$ cat config.mk
export PLATFORM = sky130hd
export DESIGN_NAME = dual_stream_pcg_random_range_unit
export DESIGN_NICKNAME = d
export VERILOG_FILES = /design/src/hdl/dspr_pkg.sv /design/src/hdl/dspr_step.sv /design/src/hdl/dspr_div.sv /design/src/hdl/dual_stream_pcg_random_range_unit.sv
export SDC_FILE = /design/constraint.sdc
export NUM_CORES = 2
export LEC_CHECK = 0
export BUFFER_PORTS_ARGS = -buffer_cell sky130_fd_sc_hd__buf_4
export CAP_MARGIN = 40
export CELL_PAD_IN_SITES_DETAIL_PLACEMENT = 1
export CELL_PAD_IN_SITES_GLOBAL_PLACEMENT = 2
export CORE_UTILIZATION = 42
export DETAILED_ROUTE_END_ITERATION = 10
export GPL_ROUTABILITY_DRIVEN = 0
export PLACE_DENSITY = 0.8
export SLEW_MARGIN = 20
export SYNTH_ARGS = -nofsm -noshare
export SYNTH_HDL_FRONTEND = slang
export SYNTH_SLANG_ARGS = --single-unit
$ cat constraint.sdc
create_clock -name clock -period 34 [get_ports clock]
set_input_delay 1.7 -clock clock [delete_from_list [all_inputs] [get_ports clock]]
set_output_delay 1.7 -clock clock [all_outputs]
set_load 0.01 [all_outputs]
$ cat src/hdl/dspr_pkg.sv
// dspr_pkg: constants and helpers shared by the dual stream pcg range unit
// no dependencies
`timescale 1ns / 1ps

package dspr_pkg;

   // request operation codes
   localparam logic OP_RESEED = 1'b0;
   localparam logic OP_DRAW   = 1'b1;

   // 64-bit lcg multiplier split into two 32-bit halves
   localparam logic [31:0] MULT_HI = 32'h5851_F42D;
   localparam logic [31:0] MULT_LO = 32'h4C95_7F2D;

   localparam int unsigned XS_SHIFT_A = 18;
   localparam int unsigned XS_SHIFT_B = 27;
   localparam int unsigned ROT_SHIFT  = 59;

   // xorshift high bits, then rotate right by the top five state bits
   function automatic logic [31:0] xsh_rr(input logic [63:0] s);
      logic [63:0] mix;
      logic [31:0] xs;
      logic [4:0]  rot;
      logic [63:0] dbl;
      mix = ((s >> XS_SHIFT_A) ^ s) >> XS_SHIFT_B;
      xs  = mix[31:0];
      rot = 5'(s >> ROT_SHIFT);
      dbl = {xs, xs} >> rot;
      return dbl[31:0];
   endfunction

endpackage

$ cat src/hdl/dspr_step.sv
// dspr_step: one pcg generator step on a shared 32x32 multiplier
// uses dspr_pkg for the multiplier constants and the output permutation
`timescale 1ns / 1ps

module dspr_step (
   input  logic        clock,
   input  logic        reset,
   input  logic        start,
   input  logic [63:0] state_in,
   input  logic [63:0] incr_in,
   output logic        done,
   output logic [63:0] next_state,
   output logic [31:0] out_word
);

   logic [63:0] s_ff, s_in;
   logic [63:0] inc_ff, inc_in;
   logic [63:0] acc_ff, acc_in;
   logic [31:0] out_ff, out_in;
   logic [1:0]  cnt_ff, cnt_in;
   logic        busy_ff, busy_in;
   logic        done_ff, done_in;
   logic [31:0] mul_a, mul_b;
   logic [63:0] prod;

   // partial products: lo*lo, lo*hi, hi*lo (low word of the last two added into the upper half)
   always_comb begin
      mul_a = (cnt_ff == 2'd2) ? s_ff[63:32] : s_ff[31:0];
      mul_b = (cnt_ff == 2'd1) ? dspr_pkg::MULT_HI : dspr_pkg::MULT_LO;
      prod  = mul_a * mul_b;
   end

   always_comb begin
      s_in    = s_ff;
      inc_in  = inc_ff;
      acc_in  = acc_ff;
      out_in  = out_ff;
      cnt_in  = cnt_ff;
      busy_in = busy_ff;
      done_in = 1'b0;
      if (start) begin
         s_in    = state_in;
         inc_in  = incr_in;
         out_in  = dspr_pkg::xsh_rr(state_in);
         cnt_in  = 2'd0;
         busy_in = 1'b1;
      end else if (busy_ff) begin
         case (cnt_ff)
            2'd0:    acc_in = prod;
            2'd1:    acc_in = acc_ff + {prod[31:0], 32'd0};
            2'd2:    acc_in = acc_ff + {prod[31:0], 32'd0};
            default: begin
               acc_in  = acc_ff + inc_ff;
               busy_in = 1'b0;
               done_in = 1'b1;
            end
         endcase
         cnt_in = cnt_ff + 2'd1;
      end
   end

   always_ff @(posedge clock) begin
      s_ff   <= s_in;
      inc_ff <= inc_in;
      acc_ff <= acc_in;
      out_ff <= out_in;
      cnt_ff <= cnt_in;
      if (reset) begin
         busy_ff <= 1'b0;
         done_ff <= 1'b0;
      end else begin
         busy_ff <= busy_in;
         done_ff <= done_in;
      end
   end

   assign done       = done_ff;
   assign next_state = acc_ff;
   assign out_word   = out_ff;

endmodule

$ cat src/hdl/dspr_div.sv
// dspr_div: bit-serial restoring remainder unit, 64-bit operands
// no package dependencies
`timescale 1ns / 1ps

module dspr_div (
   input  logic        clock,
   input  logic        reset,
   input  logic        start,
   input  logic [63:0] dividend,
   input  logic [63:0] divisor,
   output logic        done,
   output logic [63:0] remainder
);

   logic [63:0] rem_ff, rem_in;
   logic [63:0] dvd_ff, dvd_in;
   logic [63:0] dvs_ff, dvs_in;
   logic [5:0]  cnt_ff, cnt_in;
   logic        busy_ff, busy_in;
   logic        done_ff, done_in;
   logic [64:0] trial;
   logic [64:0] diff;

   always_comb begin
      trial = {rem_ff, dvd_ff[63]};
      diff  = trial - {1'b0, dvs_ff};
   end

   always_comb begin
      rem_in  = rem_ff;
      dvd_in  = dvd_ff;
      dvs_in  = dvs_ff;
      cnt_in  = cnt_ff;
      busy_in = busy_ff;
      done_in = 1'b0;
      if (start) begin
         rem_in  = 64'd0;
         dvd_in  = dividend;
         dvs_in  = divisor;
         cnt_in  = 6'd0;
         busy_in = 1'b1;
      end else if (busy_ff) begin
         // one quotient bit a cycle
         rem_in = diff[64] ? trial[63:0] : diff[63:0];
         dvd_in = {dvd_ff[62:0], 1'b0};
         cnt_in = cnt_ff + 6'd1;
         if (cnt_ff == 6'd63) begin
            busy_in = 1'b0;
            done_in = 1'b1;
         end
      end
   end

   always_ff @(posedge clock) begin
      rem_ff <= rem_in;
      dvd_ff <= dvd_in;
      dvs_ff <= dvs_in;
      cnt_ff <= cnt_in;
      if (reset) begin
         busy_ff <= 1'b0;
         done_ff <= 1'b0;
      end else begin
         busy_ff <= busy_in;
         done_ff <= done_in;
      end
   end

   assign done      = done_ff;
   assign remainder = rem_ff;

endmodule

$ cat src/hdl/dual_stream_pcg_random_range_unit.sv
// dual_stream_pcg_random_range_unit: two pcg32 xsh-rr generators with range draws
// depends on dspr_pkg, dspr_step and dspr_div
`timescale 1ns / 1ps

// usage
// - request channel (req_): tuser is the operation, 0 reseeds, 1 draws;
//   tdata carries the seed (bits 63:0) and the inclusive maximum (bits 127:64)
// - result channel (rsp_): one 64-bit value per request, zero after a reseed
// - one request is worked on at a time; req_tready is high only when idle,
//   while an earlier result may still be waiting in the output register
// - generator steps run on the shared 32x32 multiplier, remainders on the
//   bit-serial divider
// - a word draw uses a gen0 output, a full draw pairs a gen0 and a gen1 output;
//   small and large ranges take a threshold remainder, redraw until an output
//   passes it and then take its remainder; a reseed runs 9 helper steps and
//   2 setup steps; the next request is taken once the result has moved to the
//   output register, so requests do not overlap
// - after reset the block reseeds itself with seed zero (req_tready low, no
//   result sent)
// - if the receiver stalls the finished result is held in rsp_tdata and
//   the next result waits in the sequencer until the register frees up

module dual_stream_pcg_random_range_unit (
   input  logic         clock,
   input  logic         reset,
   input  logic         req_tvalid,
   output logic         req_tready,
   input  logic [127:0] req_tdata,   // seed [63:0], upper_bound [127:64]
   input  logic         req_tuser,   // operation [0]
   output logic         rsp_tvalid,
   input  logic         rsp_tready,
   output logic [63:0]  rsp_tdata    // random_value [63:0]
);

   localparam logic [3:0] ST_IDLE       = 4'd0;
   localparam logic [3:0] ST_HELPER     = 4'd1;
   localparam logic [3:0] ST_SEED_STEP  = 4'd2;
   localparam logic [3:0] ST_SETUP      = 4'd3;
   localparam logic [3:0] ST_SETUP_STEP = 4'd4;
   localparam logic [3:0] ST_DRAW       = 4'd5;
   localparam logic [3:0] ST_THR_DIV    = 4'd6;
   localparam logic [3:0] ST_GEN_STEP   = 4'd7;
   localparam logic [3:0] ST_MOD_DIV    = 4'd8;
   localparam logic [3:0] ST_RESULT     = 4'd9;

   localparam logic [1:0] MODE_FULL  = 2'd0;
   localparam logic [1:0] MODE_WORD  = 2'd1;
   localparam logic [1:0] MODE_SMALL = 2'd2;
   localparam logic [1:0] MODE_LARGE = 2'd3;

   logic [3:0]   state_ff, state_in;
   logic [63:0]  seed_ff, seed_in;
   logic [63:0]  max_ff, max_in;
   logic [1:0]   mode_ff, mode_in;
   logic [63:0]  m_ff, m_in;
   logic [63:0]  t_ff, t_in;
   logic [63:0]  r_ff, r_in;
   logic [63:0]  res_ff, res_in;
   logic [63:0]  wst_ff, wst_in;
   logic [63:0]  winc_ff, winc_in;
   logic [255:0] words_ff, words_in;
   logic [3:0]   cnt_ff, cnt_in;
   logic         k_ff, k_in;
   logic         sel_ff, sel_in;
   logic [63:0]  gst_ff [2];
   logic [63:0]  gst_in [2];
   logic [63:0]  ginc_ff [2];
   logic [63:0]  ginc_in [2];
   logic         step_go_ff, step_go_in;
   logic         div_go_ff, div_go_in;
   logic         resp_en_ff, resp_en_in;
   logic         rsp_valid_ff, rsp_valid_in;
   logic [63:0]  rsp_data_ff, rsp_data_in;

   logic         step_done;
   logic [63:0]  step_next;
   logic [31:0]  step_out;
   logic [63:0]  step_st;
   logic [63:0]  step_inc;
   logic         div_done;
   logic [63:0]  div_rem;
   logic [63:0]  div_dvd;
   logic [63:0]  setup_a, setup_b, setup_inc;
   logic [63:0]  helper_inc;
   logic [63:0]  full_word;
   logic         req_fire;

   assign req_fire = req_tvalid && req_tready;

   // operand selection for the shared units
   always_comb begin
      if (state_ff == ST_GEN_STEP) begin
         step_st  = gst_ff[sel_ff];
         step_inc = ginc_ff[sel_ff];
      end else begin
         step_st  = wst_ff;
         step_inc = winc_ff;
      end
      if (state_ff == ST_MOD_DIV) begin
         div_dvd = r_ff;
      end else if (mode_ff == MODE_SMALL) begin
         div_dvd = {32'd0, 32'd0 - m_ff[31:0]};
      end else begin
         div_dvd = 64'd0 - m_ff;
      end
   end

   dspr_step u_step (
      .clock      (clock),
      .reset      (reset),
      .start      (step_go_ff),
      .state_in   (step_st),
      .incr_in    (step_inc),
      .done       (step_done),
      .next_state (step_next),
      .out_word   (step_out)
   );

   dspr_div u_div (
      .clock     (clock),
      .reset     (reset),
      .start     (div_go_ff),
      .dividend  (div_dvd),
      .divisor   (m_ff),
      .done      (div_done),
      .remainder (div_rem)
   );

   always_comb begin
      setup_a    = k_ff ? words_ff[127:64] : words_ff[255:192];
      setup_b    = k_ff ? words_ff[63:0]   : words_ff[191:128];
      setup_inc  = {setup_b[62:0], 1'b1};
      helper_inc = {~seed_ff[62:0], 1'b1};
      full_word  = {step_out, r_ff[31:0]};
   end

   // sequencer
   always_comb begin
      state_in     = state_ff;
      seed_in      = seed_ff;
      max_in       = max_ff;
      mode_in      = mode_ff;
      m_in         = m_ff;
      t_in         = t_ff;
      r_in         = r_ff;
      res_in       = res_ff;
      wst_in       = wst_ff;
      winc_in      = winc_ff;
      words_in     = words_ff;
      cnt_in       = cnt_ff;
      k_in         = k_ff;
      sel_in       = sel_ff;
      gst_in       = gst_ff;
      ginc_in      = ginc_ff;
      step_go_in   = 1'b0;
      div_go_in    = 1'b0;
      resp_en_in   = resp_en_ff;
      rsp_valid_in = rsp_valid_ff && !rsp_tready;
      rsp_data_in  = rsp_data_ff;

      unique case (state_ff)
         ST_IDLE: begin
            if (req_fire) begin
               seed_in    = req_tdata[63:0];
               max_in     = req_tdata[127:64];
               resp_en_in = 1'b1;
               state_in   = (req_tuser == dspr_pkg::OP_RESEED) ? ST_HELPER : ST_DRAW;
            end
         end
         ST_HELPER: begin
            winc_in    = helper_inc;
            wst_in     = helper_inc + seed_ff;
            cnt_in     = 4'd0;
            step_go_in = 1'b1;
            state_in   = ST_SEED_STEP;
         end
         ST_SEED_STEP: begin
            if (step_done) begin
               wst_in = step_next;
               // first helper output is discarded
               if (cnt_ff != 4'd0) begin
                  words_in = {words_ff[223:0], step_out};
               end
               if (cnt_ff == 4'd8) begin
                  k_in     = 1'b0;
                  state_in = ST_SETUP;
               end else begin
                  cnt_in     = cnt_ff + 4'd1;
                  step_go_in = 1'b1;
               end
            end
         end
         ST_SETUP: begin
            winc_in    = setup_inc;
            wst_in     = setup_inc + setup_a;
            step_go_in = 1'b1;
            state_in   = ST_SETUP_STEP;
         end
         ST_SETUP_STEP: begin
            if (step_done) begin
               gst_in[k_ff]  = step_next;
               ginc_in[k_ff] = winc_ff;
               if (k_ff) begin
                  res_in   = 64'd0;
                  state_in = ST_RESULT;
               end else begin
                  k_in     = 1'b1;
                  state_in = ST_SETUP;
               end
            end
         end
         ST_DRAW: begin
            sel_in = 1'b0;
            if (max_ff == 64'hFFFF_FFFF_FFFF_FFFF) begin
               mode_in    = MODE_FULL;
               step_go_in = 1'b1;
               state_in   = ST_GEN_STEP;
            end else if (max_ff == 64'h0000_0000_FFFF_FFFF) begin
               mode_in    = MODE_WORD;
               step_go_in = 1'b1;
               state_in   = ST_GEN_STEP;
            end else if (max_ff < 64'h0000_0000_FFFF_FFFF) begin
               mode_in   = MODE_SMALL;
               m_in      = {32'd0, max_ff[31:0] + 32'd1};
               div_go_in = 1'b1;
               state_in  = ST_THR_DIV;
            end else begin
               mode_in   = MODE_LARGE;
               m_in      = max_ff + 64'd1;
               div_go_in = 1'b1;
               state_in  = ST_THR_DIV;
            end
         end
         ST_THR_DIV: begin
            if (div_done) begin
               t_in       = div_rem;
               sel_in     = 1'b0;
               step_go_in = 1'b1;
               state_in   = ST_GEN_STEP;
            end
         end
         ST_GEN_STEP: begin
            if (step_done) begin
               gst_in[sel_ff] = step_next;
               case (mode_ff)
                  MODE_WORD: begin
                     res_in   = {32'd0, step_out};
                     state_in = ST_RESULT;
                  end
                  MODE_SMALL: begin
                     if (step_out >= t_ff[31:0]) begin
                        r_in      = {32'd0, step_out};
                        div_go_in = 1'b1;
                        state_in  = ST_MOD_DIV;
                     end else begin
                        sel_in     = !sel_ff;
                        step_go_in = 1'b1;
                     end
                  end
                  default: begin
                     // full and large ranges pair a gen0 and a gen1 output
                     if (!sel_ff) begin
                        r_in       = {r_ff[63:32], step_out};
                        sel_in     = 1'b1;
                        step_go_in = 1'b1;
                     end else if (mode_ff == MODE_FULL) begin
                        res_in   = full_word;
                        state_in = ST_RESULT;
                     end else if (full_word >= t_ff) begin
                        r_in      = full_word;
                        div_go_in = 1'b1;
                        state_in  = ST_MOD_DIV;
                     end else begin
                        sel_in     = 1'b0;
                        step_go_in = 1'b1;
                     end
                  end
               endcase
            end
         end
         ST_MOD_DIV: begin
            if (div_done) begin
               res_in   = div_rem;
               state_in = ST_RESULT;
            end
         end
         ST_RESULT: begin
            if (!resp_en_ff) begin
               // start-up reseed sends nothing
               state_in = ST_IDLE;
            end else if (!rsp_valid_ff || rsp_tready) begin
               rsp_valid_in = 1'b1;
               rsp_data_in  = res_ff;
               state_in     = ST_IDLE;
            end
         end
         default: state_in = ST_IDLE;
      endcase
   end

   always_ff @(posedge clock) begin
      max_ff      <= max_in;
      mode_ff     <= mode_in;
      m_ff        <= m_in;
      t_ff        <= t_in;
      r_ff        <= r_in;
      res_ff      <= res_in;
      wst_ff      <= wst_in;
      winc_ff     <= winc_in;
      words_ff    <= words_in;
      cnt_ff      <= cnt_in;
      k_ff        <= k_in;
      sel_ff      <= sel_in;
      gst_ff      <= gst_in;
      ginc_ff     <= ginc_in;
      rsp_data_ff <= rsp_data_in;
      if (reset) begin
         state_ff     <= ST_HELPER;
         seed_ff      <= 64'd0;
         step_go_ff   <= 1'b0;
         div_go_ff    <= 1'b0;
         resp_en_ff   <= 1'b0;
         rsp_valid_ff <= 1'b0;
      end else begin
         state_ff     <= state_in;
         seed_ff      <= seed_in;
         step_go_ff   <= step_go_in;
         div_go_ff    <= div_go_in;
         resp_en_ff   <= resp_en_in;
         rsp_valid_ff <= rsp_valid_in;
      end
   end

   assign req_tready = (state_ff == ST_IDLE);
   assign rsp_tvalid = rsp_valid_ff;
   assign rsp_tdata  = rsp_data_ff;

endmodule
======== Word-level counts from Yosys, hierarchy flattened ========
Cells that the tools add are included.
word-level totals
  register bits ........................... 1,532
  bits of input ports ..................... 133
  latch bits .............................. 0
  memory bits (writable) .................. 0
  memories ................................ 0
  ROM bits ................................ 0
cells by class
  bitwise operators ....................... 10
  order comparisons ....................... 7
  $add $sub $neg .......................... 12
  shift-type cells ........................ 1
  multiplexer cells ....................... 112
  eq/ne operators ......................... 38
  reduce and logical (&&, ||, !) cells .... 44
  multipliers ............................. 1
  divide/modulo/power cells ............... 0
operator list
  operator                                                                        number
  64-bit 2-to-1 mux                                                               27
  64-bit case mux with 2 select lines                                             4
  128-bit bitwise mux                                                             3
  64-bit case mux with 3 select lines                                             2
  64-bit adder                                                                    4
  128-bit 2-to-1 mux                                                              2
  128-bit case mux with 2 select lines                                            1
  64-bit demux with 1-bit select                                                  2
  65-bit by 64-bit subtractor with 65-bit output                                  1
  64-bit by 1-bit adder with 64-bit output, second input constant                 1
  64-bit by 32-bit equality test with 1-bit output, second input constant         1
  64-bit equality test, second input constant                                     1
  64-bit >= comparator                                                            1
  64-bit by 32-bit less-than comparator with 1-bit output, second input constant  1
  32-bit by 32-bit multiplier with 64-bit output                                  1
  32-bit 2-to-1 mux                                                               2
  4-bit 2-to-1 mux                                                                16
  64-bit by 5-bit >> shifter with 32-bit output                                   1
  1-bit by 64-bit subtractor with 64-bit output, first input constant             1
  63-bit 2-to-1 mux                                                               1
  63-bit inverter                                                                 1
  46-bit by 59-bit bitwise XOR with 59-bit output                                 1
  1-bit 2-to-1 mux                                                                40
  4-bit case mux with 10 select lines                                             1
  47 further kinds                                                                109

======== Depth between registers and ports, before layout ========
  word-level depth ........................ 8
  depth in mapped cells ................... 44

======== Hierarchy ========
From an unflattened synthesis, not the netlist that was laid out.
second synthesis, totals
  cell total of the unflattened synthesis .. 9,665
  area, all modules ....................... 104,768.0 µm²
by module, submodules not included
  module                             cells each  area each (µm²)  times used
  dual_stream_pcg_random_range_unit  4,658       55,039.0         1
  dspr_step                          3,761       37,843.8         1
  dspr_div                           1,246       11,885.1         1

======== Worst setup path after synthesis ========
Ideal clock, no wire load.
  path kind ............................... flip-flop to flip-flop
  from .................................... register state_ff[2]
  to ...................................... register words_ff[0], enable pin
  setup time .............................. 0.880 ns
  cell stages (with the launch flop) ...... 8
  data arrival time ....................... 12.138 ns
  slack ................................... 20.982 ns
  path through ............................ dfxtp_1 > clkbuf_1 > nand2b_1 > nor3_1 > clkbuf_1 > buf_1 > nand2_1 > nor2_1
on the way
  cells in the longest elaborated chain, start to end .. 2
RTL lines
  item                                            RTL line                                  RTL
  start: declaration                              dual_stream_pcg_random_range_unit.sv:51   logic [3:0] state_ff, state_in;
  start signal: assignment                        dual_stream_pcg_random_range_unit.sv:325  state_ff <= state_in;
  4-bit by 2-bit equality test with 1-bit output  dual_stream_pcg_random_range_unit.sv:161  unique case (state_ff)
  3-bit AND reduction (no line)                   n/a
  end signal: assignment                          dual_stream_pcg_random_range_unit.sv:310  words_ff <= words_in;
  end: declaration                                dual_stream_pcg_random_range_unit.sv:61   logic [255:0] words_ff, words_in;
No other way between the ends.
A chain may end at the register's enable or synchronous reset.

======== Worst setup path in the final report ========
  from .................................... register u_step.cnt_ff[0]
  to ...................................... register u_step.acc_ff[62] (netlist: u_step.next_state[62]) (data pin)
on the way
  cells in the longest elaborated chain, start to end .. 5
  elaborated cells on any way between the ends .. 9
  those cells by class .................... add/sub (1); mul (1); eq/ne (2); mux (3); reduce/logical (2)
RTL lines
  item                                                                                          RTL line                                           RTL
  start: declaration                                                                            dspr_step.sv:20                                    logic [1:0] cnt_ff, cnt_in;
  start signal: assignment                                                                      dspr_step.sv:67                                    cnt_ff <= cnt_in;
  2-bit equality test / 2-bit by 1-bit equality test with 1-bit output (equally long branches)  dspr_step.sv:28, dspr_step.sv:48, dspr_step.sv:29
  32-bit 2-to-1 mux / 29-bit 2-to-1 mux (equally long branches)                                 dspr_step.sv:28, dspr_step.sv:29
  32-bit by 32-bit multiplier with 64-bit output                                                dspr_step.sv:30                                    prod = mul_a * mul_b;
  64-bit adder                                                                                  dspr_step.sv:50, dspr_step.sv:51
  64-bit case mux with 2 select lines *                                                         dspr_step.sv:48                                    case (cnt_ff)
  end signal: assignment                                                                        dspr_step.sv:65                                    acc_ff <= acc_in;
  end: declaration                                                                              dspr_step.sv:18                                    logic [63:0] acc_ff, acc_in;
Every way passes the cells marked *; elsewhere a longest branch is shown, timed or not.

==> summary.md <==
| Metric | Value |
|---|---|
| Outcome | `complete, no violations` |
| Row count | `181` |
| First-pass GRT wire length | `523,600 microns` |
| CTS tree | `yes` |
| Register bit total from synthesis | `1,528` |
| Commonest non-fill, non-tap cell in the layout | `edfxtp_1` |
| Core Footprint | `0.2439 sq mm` |
| Post-DR vias/cell | `5.810` |
| # Post-CTS Setup Buffers | `0` |
| Gr usage total | `28.32%` |
| Vias in the first global route | `78,420` |
| Routed wire length | `355,700 microns` |
| CP max stage delay | `roughly 800 ps` |
| Most frequent cells in the layout | `edfxtp_1, inv_1, ha_1` |
| Area Overhead vs Synth | `10.89%` |
| Tightest Hold Check Type | `register to register` |
| Largest regs | `words_ff (256), gst_ff (128), ginc_ff (126)` |
| Required @ worst endpoint | `34,550 ps` |
| Final Cycle Share | `33.28%` |
| Post-synth top flop | `edfxtp_1` |
| Largest Register | `words_ff` |
| Final clock skew | `58.71 ps` |
| Compound-Gate Fraction of Synth Area | `12.32%` |
| Pin count of the biggest net entering global routing | `around 170` |
| Num CTS Buffers | `161` |
| Die H | `498.1 microns` |
| Largest register FFs | `256` |
| Setup TNS | `0 ps` |
| Clock Sinks | `about 1,500` |
| CP arrival | `11,870 ps` |
| Final setup vio count | `0` |
| Placed insts | `12,680` |
| Fmax | `88.38 MHz` |
| Post-Layout Cell Count | `13,000` |
| Avg Inst Size Synth | `10.87 sq um` |
| Final hold violations | `0` |
| Setup CP Type | `register to register` |
| Mux contribution to synthesized area | `under 10%` |
| I/O Buffers | `198` |
| Post-CTS Resized | `0` |
| Detail Placement HPWL | `278,800 microns` |
| Register area share after synthesis | `42.95%` |
| Clock latency on the worst-skew pair | `850 ps` |
| Crit. End Element | `register` |
| DRT iter0 DRCs | `6,537` |
| DRC | `0` |
| Worst-path maximum fanout | `19` |
| Die X | `498.1 microns` |
| Synth cell types | `93` |
| Slew Limit Fails | `0` |
| Share of cells above drive strength 1 | `9.065%` |
| Hold slack | `408.6 ps` |
| Routed vias | `between 70,000 and 80,000` |
| Min cycle time layout | `11,310 ps` |
| Max Cap Violations | `0` |
| Final-stage net count | `between 10,000 and 15,000` |
| CP most frequent cell | `inv_1` |
| Worst-margin pin slew | `1016 ps` |
| XOR/XNOR Fraction of Synth Area | `under 10%` |
| Die area | `0.2481 sq mm` |
| Clock H-tree levels | `4` |
| Initial antenna violation count | `23` |
| Synth warn | `0` |
| Clk root buf | `clkbuf_16` |
| Clk pin slew, worst setup/hold paths | `approximately 60 ps` |
| Ys async rst share | `0%` |
| Slew headroom | `32.25%` |
| Post-Synthesis Cells | `9,509` |
| Number of synthesized flops with an enable pin | `1,380` |
| Simple-Gate Fraction of Synth Area | `10.24%` |
| RSZ-0062 raised after global routing | `false` |
| Initial Utilization | `42.39%` |
| # IOs | `199` |
| Crit path launch type | `register` |
| Pre-Repair DR Iteration Count | `6` |
| Clock tree buffer depth | `3` |
| Fillers | `26,190` |
| Gr ovfl total | `0` |
| Post-CTS Hold Buffers | `0` |
| Syn Std Cell Area | `0.1034 sq mm` |
| Worst path slowest cell | `mux2i_1` |
| Fraction of the mapped netlist area in adder cells | `20.68%` |
| WL per Instance | `roughly 27 microns` |
| Largest family of logic cells by synthesized area | `adder cells` |
| Final ANT Viol Nets | `0` |
[cells by family (layout without fill, tap and decap cells)]
family	after synthesis	after routing
other	2	42
AOI/OAI and AO/OA	2032	2032
and+or+nand+nor	2227	2227
DFF	1528	1528
muxes	475	475
xor gates and xnor gates	453	453
buffers and inverters	1413	1660
adders and majority gates	1379	1379
[worst max-delay path: cells and delay by family, from the launching register on]
family | cells | cell delay [ps]
flops | 1 | 350
fa+ha+maj | 11 | 4860
compound gates | 10 | 2650
mux | 1 | 800
buf+inv | 10 | 1440
simple gates | 6 | 730
xor+xnor | 1 | 230
[cell usage after synthesis, types with 128 or more instances]
cell	number	area, sq um
xor2_1	187	1638
ha_1	830	10380
edfxtp_1	1380	41440
a21o_1	246	1847
nand3_1	128	640.6
clkbuf_1	360	1351
inv_1	1012	3799
fa_1	549	10990
mux2i_1	294	2943
dfxtp_1	148	2963
and2_1	135	844.6
nor2b_1	177	1107
o21ai_0	465	2327
mux2_2	181	2038
xnor2_1	266	2330
a21oi_1	666	3333
nor2_1	591	2218
nand2_1	699	2624
[final timing paths]
check | from | to | slack [ps] | depth (start not counted)
worst max register to register | u_step.cnt_ff[0] | u_step.next_state[62] | 22690 | 39
worst min register to register | words_ff[191] | words_ff[223] | 410 | 0
worst max-delay path | u_step.cnt_ff[0] | u_step.next_state[62] | 22690 | 39
worst min-delay path | words_ff[191] | words_ff[223] | 410 | 0
[layout make-up]
class / instances / area [sq um] / share of cell area (%)
clock buffer: 195 / 4258 / 3.714
clock inverter: 102 / 1230 / 1.073
tap: 3202 / 4006 / 3.495
multi-input combinational: 6597 / 53950 / 47.06
antenna: 11 / 27.53 / 0.02401
inverter: 1019 / 3830 / 3.341
timing repair buffer: 344 / 2919 / 2.546
sequential: 1528 / 44410 / 38.74
[per-layer routing]
layer  wire (microns)  part of all wire [%]  up-vias  GRT usage [%]
li1                 -                     -    33920              -
met1           158200                    44    38740          40.00
met2           162000                    46     2365          44.63
met3            22280                   6.3      483          3.756
met4            13240                   3.7        6          9.675
met5               41                 0.012        -              0
[per-stage QoR]
| step | cell area [sq um] | setup slack [ps] | util, % |
|---|---|---|---|
| 3_5_place_dp | 108900 | 22820 | 44.65 |
| 4_1_cts | 114400 | 22770 | 46.90 |
| 3_3_place_gp | 108600 | 23000 | 44.52 |
| 6_report | 114600 | 22690 | 47.00 |
| 2_1_floorplan | 103500 | 20980 | - |
| 5_1_grt | 114600 | 22160 | 46.99 |
Power is left out: the tool's default activity adds up to more than one toggle a clock period on the data nets, which glitch-free logic cannot reach.
